$ cat src/rtl/hsss_pkg.sv
// Package for the HBlank scroll split sequencer.
// Holds the operation codes, request structs and the split table entry type.
// No dependencies.
package hsss_pkg;

  // Operation codes carried in the input request
  typedef enum logic [1:0] {
    OP_WRITE  = 2'd0,
    OP_ARM    = 2'd1,
    OP_TICK   = 2'd2,
    OP_DISARM = 2'd3
  } op_e;

  // Lowest tick count a chain starts with (first line of zero fires on one tick)
  localparam logic [7:0] TICKS_MIN = 8'h01;

  // Input request
  typedef struct packed {
    op_e        operation;
    logic [3:0] entry_index;
    logic [7:0] split_line;
    logic [7:0] plane1_scroll_x;
    logic [7:0] plane1_scroll_y;
    logic [7:0] plane2_scroll_x;
    logic [7:0] plane2_scroll_y;
    logic [7:0] arm_count;
  } in_req_t;

  // Output request
  typedef struct packed {
    logic [7:0] out_plane1_x;
    logic [7:0] out_plane1_y;
    logic [7:0] out_plane2_x;
    logic [7:0] out_plane2_y;
    logic [3:0] fired_split;
    logic       chain_done;
  } out_req_t;

  // One split table entry
  typedef struct packed {
    logic [7:0] line;
    logic [7:0] p1x;
    logic [7:0] p1y;
    logic [7:0] p2x;
    logic [7:0] p2y;
  } entry_t;

  localparam int unsigned EntryBits = $bits(entry_t);

endpackage

$ cat src/rtl/hblank_scroll_split_sequencer.sv
// Top level of the HBlank scroll split sequencer: sequencer core plus the split
// table, kept as two mirrored RAMs for two reads a cycle. Depends on hsss_pkg,
// hsss_ram and hsss_seq.
//
//  channel | direction | handshake               | payload
//  --------+-----------+-------------------------+-----------------------
//  in      | input     | in_valid_i / in_ready_o   | in_req_i  (in_req_t)
//  out     | output    | out_valid_o / out_ready_i | out_req_o (out_req_t)
//
// A request is taken every cycle unless stalled; each sits in the request stage
// while its table reads (current entry, next entry line) come back from the RAMs.
// A firing tick passes through the request stage into the output register.
// Reset clears the chain state and empties the stage; the table is not cleared.
// in_ready_o drops only while a firing split waits on a full output register.
module hblank_scroll_split_sequencer
  import hsss_pkg::*;
#(
  parameter int unsigned MAX_SPLITS = 16
) (
  input  logic     clk_i,
  input  logic     rst_ni,
  input  logic     in_valid_i,
  output logic     in_ready_o,
  input  in_req_t  in_req_i,
  output logic     out_valid_o,
  input  logic     out_ready_i,
  output out_req_t out_req_o
);

  localparam int unsigned IW = (MAX_SPLITS > 1) ? $clog2(MAX_SPLITS) : 1;

  logic          ram_we;
  logic [IW-1:0] ram_waddr;
  entry_t        ram_wdata;
  logic          ram_re;
  logic [IW-1:0] ram_raddr_a;
  logic [IW-1:0] ram_raddr_b;
  entry_t        ram_rdata_a;
  logic [7:0]    ram_rline_b;

  // Sequencer core
  hsss_seq #(
    .MAX_SPLITS (MAX_SPLITS)
  ) u_seq (
    .clk_i         (clk_i),
    .rst_ni        (rst_ni),
    .in_valid_i    (in_valid_i),
    .in_ready_o    (in_ready_o),
    .in_req_i      (in_req_i),
    .out_valid_o   (out_valid_o),
    .out_ready_i   (out_ready_i),
    .out_req_o     (out_req_o),
    .ram_we_o      (ram_we),
    .ram_waddr_o   (ram_waddr),
    .ram_wdata_o   (ram_wdata),
    .ram_re_o      (ram_re),
    .ram_raddr_a_o (ram_raddr_a),
    .ram_raddr_b_o (ram_raddr_b),
    .ram_rdata_a_i (ram_rdata_a),
    .ram_rline_b_i (ram_rline_b)
  );

  // Full entries, read at the current split
  hsss_ram #(
    .WIDTH (EntryBits),
    .DEPTH (MAX_SPLITS)
  ) u_ram_entry (
    .clk_i   (clk_i),
    .we_i    (ram_we),
    .waddr_i (ram_waddr),
    .wdata_i (ram_wdata),
    .re_i    (ram_re),
    .raddr_i (ram_raddr_a),
    .rdata_o (ram_rdata_a)
  );

  // Line mirror, read at the following split
  hsss_ram #(
    .WIDTH (8),
    .DEPTH (MAX_SPLITS)
  ) u_ram_line (
    .clk_i   (clk_i),
    .we_i    (ram_we),
    .waddr_i (ram_waddr),
    .wdata_i (ram_wdata.line),
    .re_i    (ram_re),
    .raddr_i (ram_raddr_b),
    .rdata_o (ram_rline_b)
  );

endmodule

$ cat src/rtl/hsss_ram.sv
// Generic single-write, single-read RAM with a registered read port.
// No dependencies.
module hsss_ram #(
  parameter int unsigned WIDTH = 8,
  parameter int unsigned DEPTH = 16
) (
  input  logic                                     clk_i,
  input  logic                                     we_i,
  input  logic [(DEPTH > 1 ? $clog2(DEPTH) : 1)-1:0] waddr_i,
  input  logic [WIDTH-1:0]                         wdata_i,
  input  logic                                     re_i,
  input  logic [(DEPTH > 1 ? $clog2(DEPTH) : 1)-1:0] raddr_i,
  output logic [WIDTH-1:0]                         rdata_o
);

  logic [WIDTH-1:0] mem_q [DEPTH];
  logic [WIDTH-1:0] rdata_q;

  // Write port
  always_ff @(posedge clk_i) begin
    if (we_i) begin
      mem_q[waddr_i] <= wdata_i;
    end
  end

  // Registered read, held while not enabled
  always_ff @(posedge clk_i) begin
    if (re_i) begin
      rdata_q <= mem_q[raddr_i];
    end
  end

  assign rdata_o = rdata_q;

endmodule

$ cat src/rtl/hsss_seq.sv
// Sequencer core: request stage, chain state, table read/write control and
// the output register. Depends on hsss_pkg; the table lives in hsss_ram outside.
module hsss_seq
  import hsss_pkg::*;
#(
  parameter int unsigned MAX_SPLITS = 16
) (
  input  logic                                               clk_i,
  input  logic                                               rst_ni,
  input  logic                                               in_valid_i,
  output logic                                               in_ready_o,
  input  in_req_t                                            in_req_i,
  output logic                                               out_valid_o,
  input  logic                                               out_ready_i,
  output out_req_t                                           out_req_o,
  output logic                                               ram_we_o,
  output logic [(MAX_SPLITS > 1 ? $clog2(MAX_SPLITS) : 1)-1:0] ram_waddr_o,
  output entry_t                                             ram_wdata_o,
  output logic                                               ram_re_o,
  output logic [(MAX_SPLITS > 1 ? $clog2(MAX_SPLITS) : 1)-1:0] ram_raddr_a_o,
  output logic [(MAX_SPLITS > 1 ? $clog2(MAX_SPLITS) : 1)-1:0] ram_raddr_b_o,
  input  entry_t                                             ram_rdata_a_i,
  input  logic [7:0]                                         ram_rline_b_i
);

  localparam int unsigned IW = (MAX_SPLITS > 1) ? $clog2(MAX_SPLITS) : 1;
  localparam int unsigned CW = $clog2(MAX_SPLITS + 1);

  // Request stage: the request whose table reads are in flight
  logic       s1_v_q, s1_v_d;
  op_e        s1_op_q;
  logic [7:0] s1_cnt_q;

  // Chain state
  logic [CW-1:0] active_q, active_d;
  logic [CW-1:0] cur_q, cur_d;
  logic [7:0]    ticks_q, ticks_d;
  logic          running_q, running_d;

  // Output register
  logic     out_valid_q, out_valid_d;
  out_req_t out_q;

  logic          accept;
  logic          fire;
  logic          slot_free;
  logic          s1_go;
  logic          last;
  logic [CW-1:0] next_idx;
  logic [CW-1:0] cur_d_inc;
  logic [CW+3:0] cur_ext;
  logic [IW+3:0] widx_ext;
  out_req_t      out_new;

  // Handshake: stall only when a firing split finds the output register full
  assign fire      = s1_v_q && (s1_op_q == OP_TICK) && running_q && (ticks_q <= TICKS_MIN);
  assign slot_free = !out_valid_q || out_ready_i;
  assign s1_go     = s1_v_q && (!fire || slot_free);
  assign in_ready_o = !s1_v_q || s1_go;
  assign accept    = in_valid_i && in_ready_o;

  // Chain index bookkeeping
  assign next_idx = cur_q + CW'(1);
  assign last     = !(next_idx < active_q);
  assign cur_ext  = {4'b0, cur_q};

  // Next chain state from the request in the stage
  always_comb begin
    active_d  = active_q;
    cur_d     = cur_q;
    ticks_d   = ticks_q;
    running_d = running_q;
    if (s1_go) begin
      unique case (s1_op_q)
        OP_WRITE: begin
        end
        OP_ARM: begin
          if (s1_cnt_q != 8'd0) begin
            if (32'(s1_cnt_q) > MAX_SPLITS) begin
              active_d = CW'(MAX_SPLITS);
            end else begin
              active_d = CW'(s1_cnt_q);
            end
            cur_d     = '0;
            ticks_d   = (ram_rdata_a_i.line != 8'd0) ? ram_rdata_a_i.line : TICKS_MIN;
            running_d = 1'b1;
          end
        end
        OP_TICK: begin
          if (running_q) begin
            if (!fire) begin
              ticks_d = ticks_q - 8'd1;
            end else begin
              cur_d = next_idx;
              if (!last) begin
                ticks_d = ram_rline_b_i - ram_rdata_a_i.line;
              end else begin
                running_d = 1'b0;
                ticks_d   = '0;
              end
            end
          end
        end
        OP_DISARM: begin
          running_d = 1'b0;
          ticks_d   = '0;
          active_d  = '0;
          cur_d     = '0;
        end
      endcase
    end
  end

  // Result of a firing split
  always_comb begin
    out_new.out_plane1_x = ram_rdata_a_i.p1x;
    out_new.out_plane1_y = ram_rdata_a_i.p1y;
    out_new.out_plane2_x = ram_rdata_a_i.p2x;
    out_new.out_plane2_y = ram_rdata_a_i.p2y;
    out_new.fired_split  = cur_ext[3:0];
    out_new.chain_done   = last;
  end

  assign s1_v_d      = accept ? 1'b1 : (s1_go ? 1'b0 : s1_v_q);
  assign out_valid_d = (out_valid_q && !out_ready_i) || (s1_go && fire);

  // Control registers
  always_ff @(posedge clk_i or negedge rst_ni) begin
    if (!rst_ni) begin
      s1_v_q      <= 1'b0;
      active_q    <= '0;
      cur_q       <= '0;
      ticks_q     <= '0;
      running_q   <= 1'b0;
      out_valid_q <= 1'b0;
    end else begin
      s1_v_q      <= s1_v_d;
      active_q    <= active_d;
      cur_q       <= cur_d;
      ticks_q     <= ticks_d;
      running_q   <= running_d;
      out_valid_q <= out_valid_d;
    end
  end

  // Payload registers
  always_ff @(posedge clk_i) begin
    if (accept) begin
      s1_op_q  <= in_req_i.operation;
      s1_cnt_q <= in_req_i.arm_count;
    end
    if (s1_go && fire) begin
      out_q <= out_new;
    end
  end

  assign out_valid_o = out_valid_q;
  assign out_req_o   = out_q;

  // Table reads use the state as it stands after the request ahead
  assign cur_d_inc     = cur_d + CW'(1);
  assign ram_re_o      = accept;
  assign ram_raddr_a_o = (in_req_i.operation == OP_ARM) ? '0 : cur_d[IW-1:0];
  assign ram_raddr_b_o = cur_d_inc[IW-1:0];

  // Table writes go in at acceptance, ahead of any later read
  assign widx_ext    = {{IW{1'b0}}, in_req_i.entry_index};
  assign ram_we_o    = accept && (in_req_i.operation == OP_WRITE) &&
                       (32'(in_req_i.entry_index) < MAX_SPLITS);
  assign ram_waddr_o = widx_ext[IW-1:0];
  always_comb begin
    ram_wdata_o.line = in_req_i.split_line;
    ram_wdata_o.p1x  = in_req_i.plane1_scroll_x;
    ram_wdata_o.p1y  = in_req_i.plane1_scroll_y;
    ram_wdata_o.p2x  = in_req_i.plane2_scroll_x;
    ram_wdata_o.p2y  = in_req_i.plane2_scroll_y;
  end

  // A running chain always points inside its own count
  a_running_in_range: assert property (@(posedge clk_i) disable iff (!rst_ni)
    running_q |-> (cur_q < active_q) && (32'(active_q) <= MAX_SPLITS))
    else $error("running chain index out of range");

  // A split that cannot leave must hold off new requests
  a_stall_blocks: assert property (@(posedge clk_i) disable iff (!rst_ni)
    (fire && out_valid_q && !out_ready_i) |-> !in_ready_o)
    else $error("request accepted while a split result is blocked");

  // The last split of a chain stops it
  a_done_stops: assert property (@(posedge clk_i) disable iff (!rst_ni)
    (s1_go && fire && last) |=> !running_q && (ticks_q == 8'd0))
    else $error("chain still running after its last split");

  // A firing split always leaves a valid result in the output register
  a_fire_loads_out: assert property (@(posedge clk_i) disable iff (!rst_ni)
    (s1_go && fire) |=> out_valid_q)
    else $error("fired split lost");

endmodule

$ cat config.mk
export PLATFORM = sky130hd
export DESIGN_NAME = hblank_scroll_split_sequencer
export DESIGN_NICKNAME = d
export VERILOG_FILES = /design/src/rtl/hsss_pkg.sv /design/src/rtl/hblank_scroll_split_sequencer.sv /design/src/rtl/hsss_ram.sv /design/src/rtl/hsss_seq.sv
export SDC_FILE = /design/constraint.sdc
export NUM_CORES = 1
export LEC_CHECK = 0
export BUFFER_PORTS_ARGS = -buffer_cell sky130_fd_sc_hd__buf_2
export CORE_MARGIN = 1
export CORE_UTILIZATION = 25
export CTS_CLUSTER_DIAMETER = 40
export DETAILED_ROUTE_END_ITERATION = 7
export SLEW_MARGIN = 0
export SYNTH_ARGS = -nofsm -noshare
export SYNTH_HDL_FRONTEND = slang
export SYNTH_HIERARCHICAL = 1
export SYNTH_SLANG_ARGS = --single-unit
$ cat constraint.sdc
create_clock -name clk_i -period 14.9 [get_ports clk_i]
set_clock_uncertainty 0.05 [all_clocks]
set_input_delay 0.745 -clock clk_i [delete_from_list [all_inputs] [get_ports clk_i]]
set_output_delay 0.745 -clock clk_i [all_outputs]
set_load 0.01 [all_outputs]
==> metrics.txt <==
status finished with violations; failing checks design-rule violations; Post-Route Setup TNS 0 ns; WHS Path Cells 1; Post-synth EDFFs between 800 and 900; Critical Path End Type register; Leakage 0.0127 uW; slowest stage delay, CP 0.89 ns; initial antenna violation count 24; wire length per cell between 20 and 25 um; GP Congestion between 0.7 and 0.8; reg2reg path depth 11; Core Area ~140000 sq um; unrepaired setup endpoints after global routing no; Worst VDD drop around 110 uV; WP buf/inv 3; CTS Buffer Depth 3; slowest CP cell nor2_4; CP arrival between 6 and 7 ns; count of buffers from port buffering 96; fill count about 13000; register area about 26000 sq um; Die Span Y 372 um; DIE AREA around 140000 sq um; Seq/Total Area, Yosys approximately 77%; total global routing overflow 0; root buffer cell clkbuf_16; synthesized area around 34000 sq um; largest net degree at the start of global routing between 150 and 200; CTS Buf Count between 100 and 150; Synth-to-Final Area Change 17.9%; Worst Hold Class input pin to register; Crit Path Category register to register; worst setup margin 8.79 ns; die width between 300 and 400 um; Vias per Instance around 4.5; Multi-input gate area 7060 sq um; crit path cell chain nor2b_1, o21ai_1, or3_4, clkinv_4, o21a_1, inv_2, nor2_4, buf_4, mux4_1, a22oi_1, nand2_1; Max Cap Viol 0; Crit Path Max Fanout 49; vias post-DR 16229; Final setup viols 0; commonest cells in the netlist 863 x edfxtp_1, 118 x mux4_2, 96 x a22oi_1; Clk Latency, worst-skew pair 0.66 ns; DP Worst Slack about 8.7 ns; Worst Tran Pin Value 1.29 ns; syn nets 1653; htree depth 3; CP required between 15 and 20 ns; Starting DRT DRC Count 1561; min cycle time layout 6.11 ns; Synth warnings 6; drt pass-1 iters 8; Ports 97; Fmax achieved about 160 MHz; Fin. Hold Viols 0; Gate Count Post-Synth between 1500 and 2000; CTS sink cnt about 880; ys async rst share under 10%; top-area cell type share of the netlist area between 70% and 80%; max-slew violations 0; Top delay family on crit path simple AND/OR/NAND/NOR gates; first-pass GRT wire length 113000 um; vias in the first global route ~17000; Post-DP HPWL just over 40000 um; final WL slightly below 80000 um; pwr/cell area between 100 and 150 nW/um^2; CTS tree done; final design utilization about 30%; worst relative slew slack 13.2%; area leader, netlist edfxtp_1; FF+latch count, synth slightly below 900; # DRC 1; fin crit share about two fifths; Synth Flop Type edfxtp_1; Area contributors post-synth edfxtp_1 76%, mux4_2 7.8%, mux4_1 5.7%; startpoint types register; Final Net Count 1777; Total GRT Usage around 11%; Clk pin slew, worst setup/hold paths ~0.06 ns; most common cell in the synthesized netlist edfxtp_1; post-CTS sizing 0; Final ANT Viol Nets 0; WP depth 11; Syn Area/Cell roughly 22 sq um; cell row count 135; Initial Utilization between 20% and 30%; layout cells sized above 1 ~25%; Yosys cell types slightly above 60
[kinds of logic (layout without fill, tap and decap cells)]
logic type | Yosys count | after routing | share of synthesized area (%)
AO/OA/AOI/OAI | 166 | 166 | 3.45
XOR/XNOR | 12 | 12 | 0.307
adder cells (fa/ha/maj) | 15 | 15 | 0.569
buffers and inverters | 138 | 356 | 2.74
flip-flops | 884 | 884 | 77.1
multiplexers | 192 | 192 | 13.4
other | 0 | 1 | 0
AND/OR/NAND/NOR | 173 | 173 | 2.38
[layout make-up]
| type | instances | area share [%] |
|---|---|---|
| Timing Repair Buffer | 125 | 1.76 |
| Clock inverter | 75 | 2.66 |
| Inverter | 28 | 0.272 |
| Multi-Input combinational cell | 558 | 17.5 |
| Tap cell | 1781 | 5.51 |
| Clock buffer | 128 | 6.92 |
| Antenna cell | 1 | 0.00619 |
| Sequential cell | 884 | 65.4 |
[timing repair]
action                                 CTS  global route
hold buffers                             1             0
setup buffers                            0             0
setup endpoints to repair                0             0
endpoints found under the hold margin   18             0
[per-layer routing]
layer	track usage, %	routed length (um)	vias to the layer above
li1	-	-	6879
met1	14.5	32800	8629
met2	18.8	38600	518
met3	2.67	5110	181
met4	2.79	1770	22
met5	0	150	-
[sequential cells by signal (all words and copies together), names as in the netlist, 2 cells and up]
register	flops
u_ram_entry/mem_q	640
u_ram_line/mem_q	128
u_ram_entry/rdata_o	40
u_seq/out_req_o	37
u_ram_line/rdata_o	8
u_seq/s1_cnt_q	8
u_seq/ticks_q	8
u_seq/active_q	5
u_seq/cur_q	5
u_seq/s1_op_q	2
[placed cells by master, fill, tap and decap left out, types with 3 or more instances in the layout]
cell / n
edfxtp_1: 863
mux4_2: 118
clkbuf_16: 109
buf_2: 97
a22oi_1: 96
mux4_1: 74
nand2_1: 65
buf_4: 26
nor2_1: 26
inv_1: 26
bufinv_16: 23
dfrtp_1: 21
clkbuf_1: 19
nor2_4: 15
o21ai_0: 15
a21oi_1: 15
ha_1: 14
inv_6: 12
clkinv_4: 11
clkinv_2: 11
nor3_1: 10
clkinv_1: 9
nand2b_1: 9
nand3_1: 8
nor2b_1: 7
xnor2_1: 7
o31ai_1: 7
clkinvlp_4: 5
nand3b_1: 5
or3_1: 5
o22ai_1: 5
nor3_2: 4
xor2_1: 4
a31oi_1: 4
nor4_1: 4
inv_8: 3
o21ai_1: 3
[power by group]
group / leakage [uW] / internal (uW) / switching (uW)
Combinational: 0.00274 / 96.7 / 128
Sequential: 0.00809 / 2760 / 20.1
Clock: 0.00188 / 1760 / 1030
[through the flow]
| stage | hold slack, ns | instance area, sq um | cells | total power, uW |
|---|---|---|---|---|
| CTS | 0.172 | 40400 | 3578 | 5850 |
| finish | 0.220 | 40400 | 3580 | 5790 |
| global route | 0.181 | 40400 | 3580 | 5970 |
| floorplan | 0.350 | 34300 | 1580 | 3010 |
| global placement | 0.352 | 36500 | 3374 | 3050 |
| detailed placement | 0.356 | 36500 | 3374 | 3060 |
[path summary, 6_finish.rpt]
kind	startpoint	to	slack, ns
max in group asynchronous	rst_ni	u_seq/cur_q[0]	13.86
worst min-delay path	in_req_i[1]	u_seq/s1_cnt_q[1]	0.22
worst min register to register	u_ram_entry/rdata_o[27]	u_seq/out_req_o[32]	0.36
min in group asynchronous	rst_ni	u_seq/active_q[3]	0.58
worst max register to register	u_seq/s1_op_q[1]	u_ram_entry/rdata_o[11]	8.79
worst max-delay path	u_seq/s1_op_q[1]	u_ram_entry/rdata_o[11]	8.79
Power figures use the tool's default switching activity.
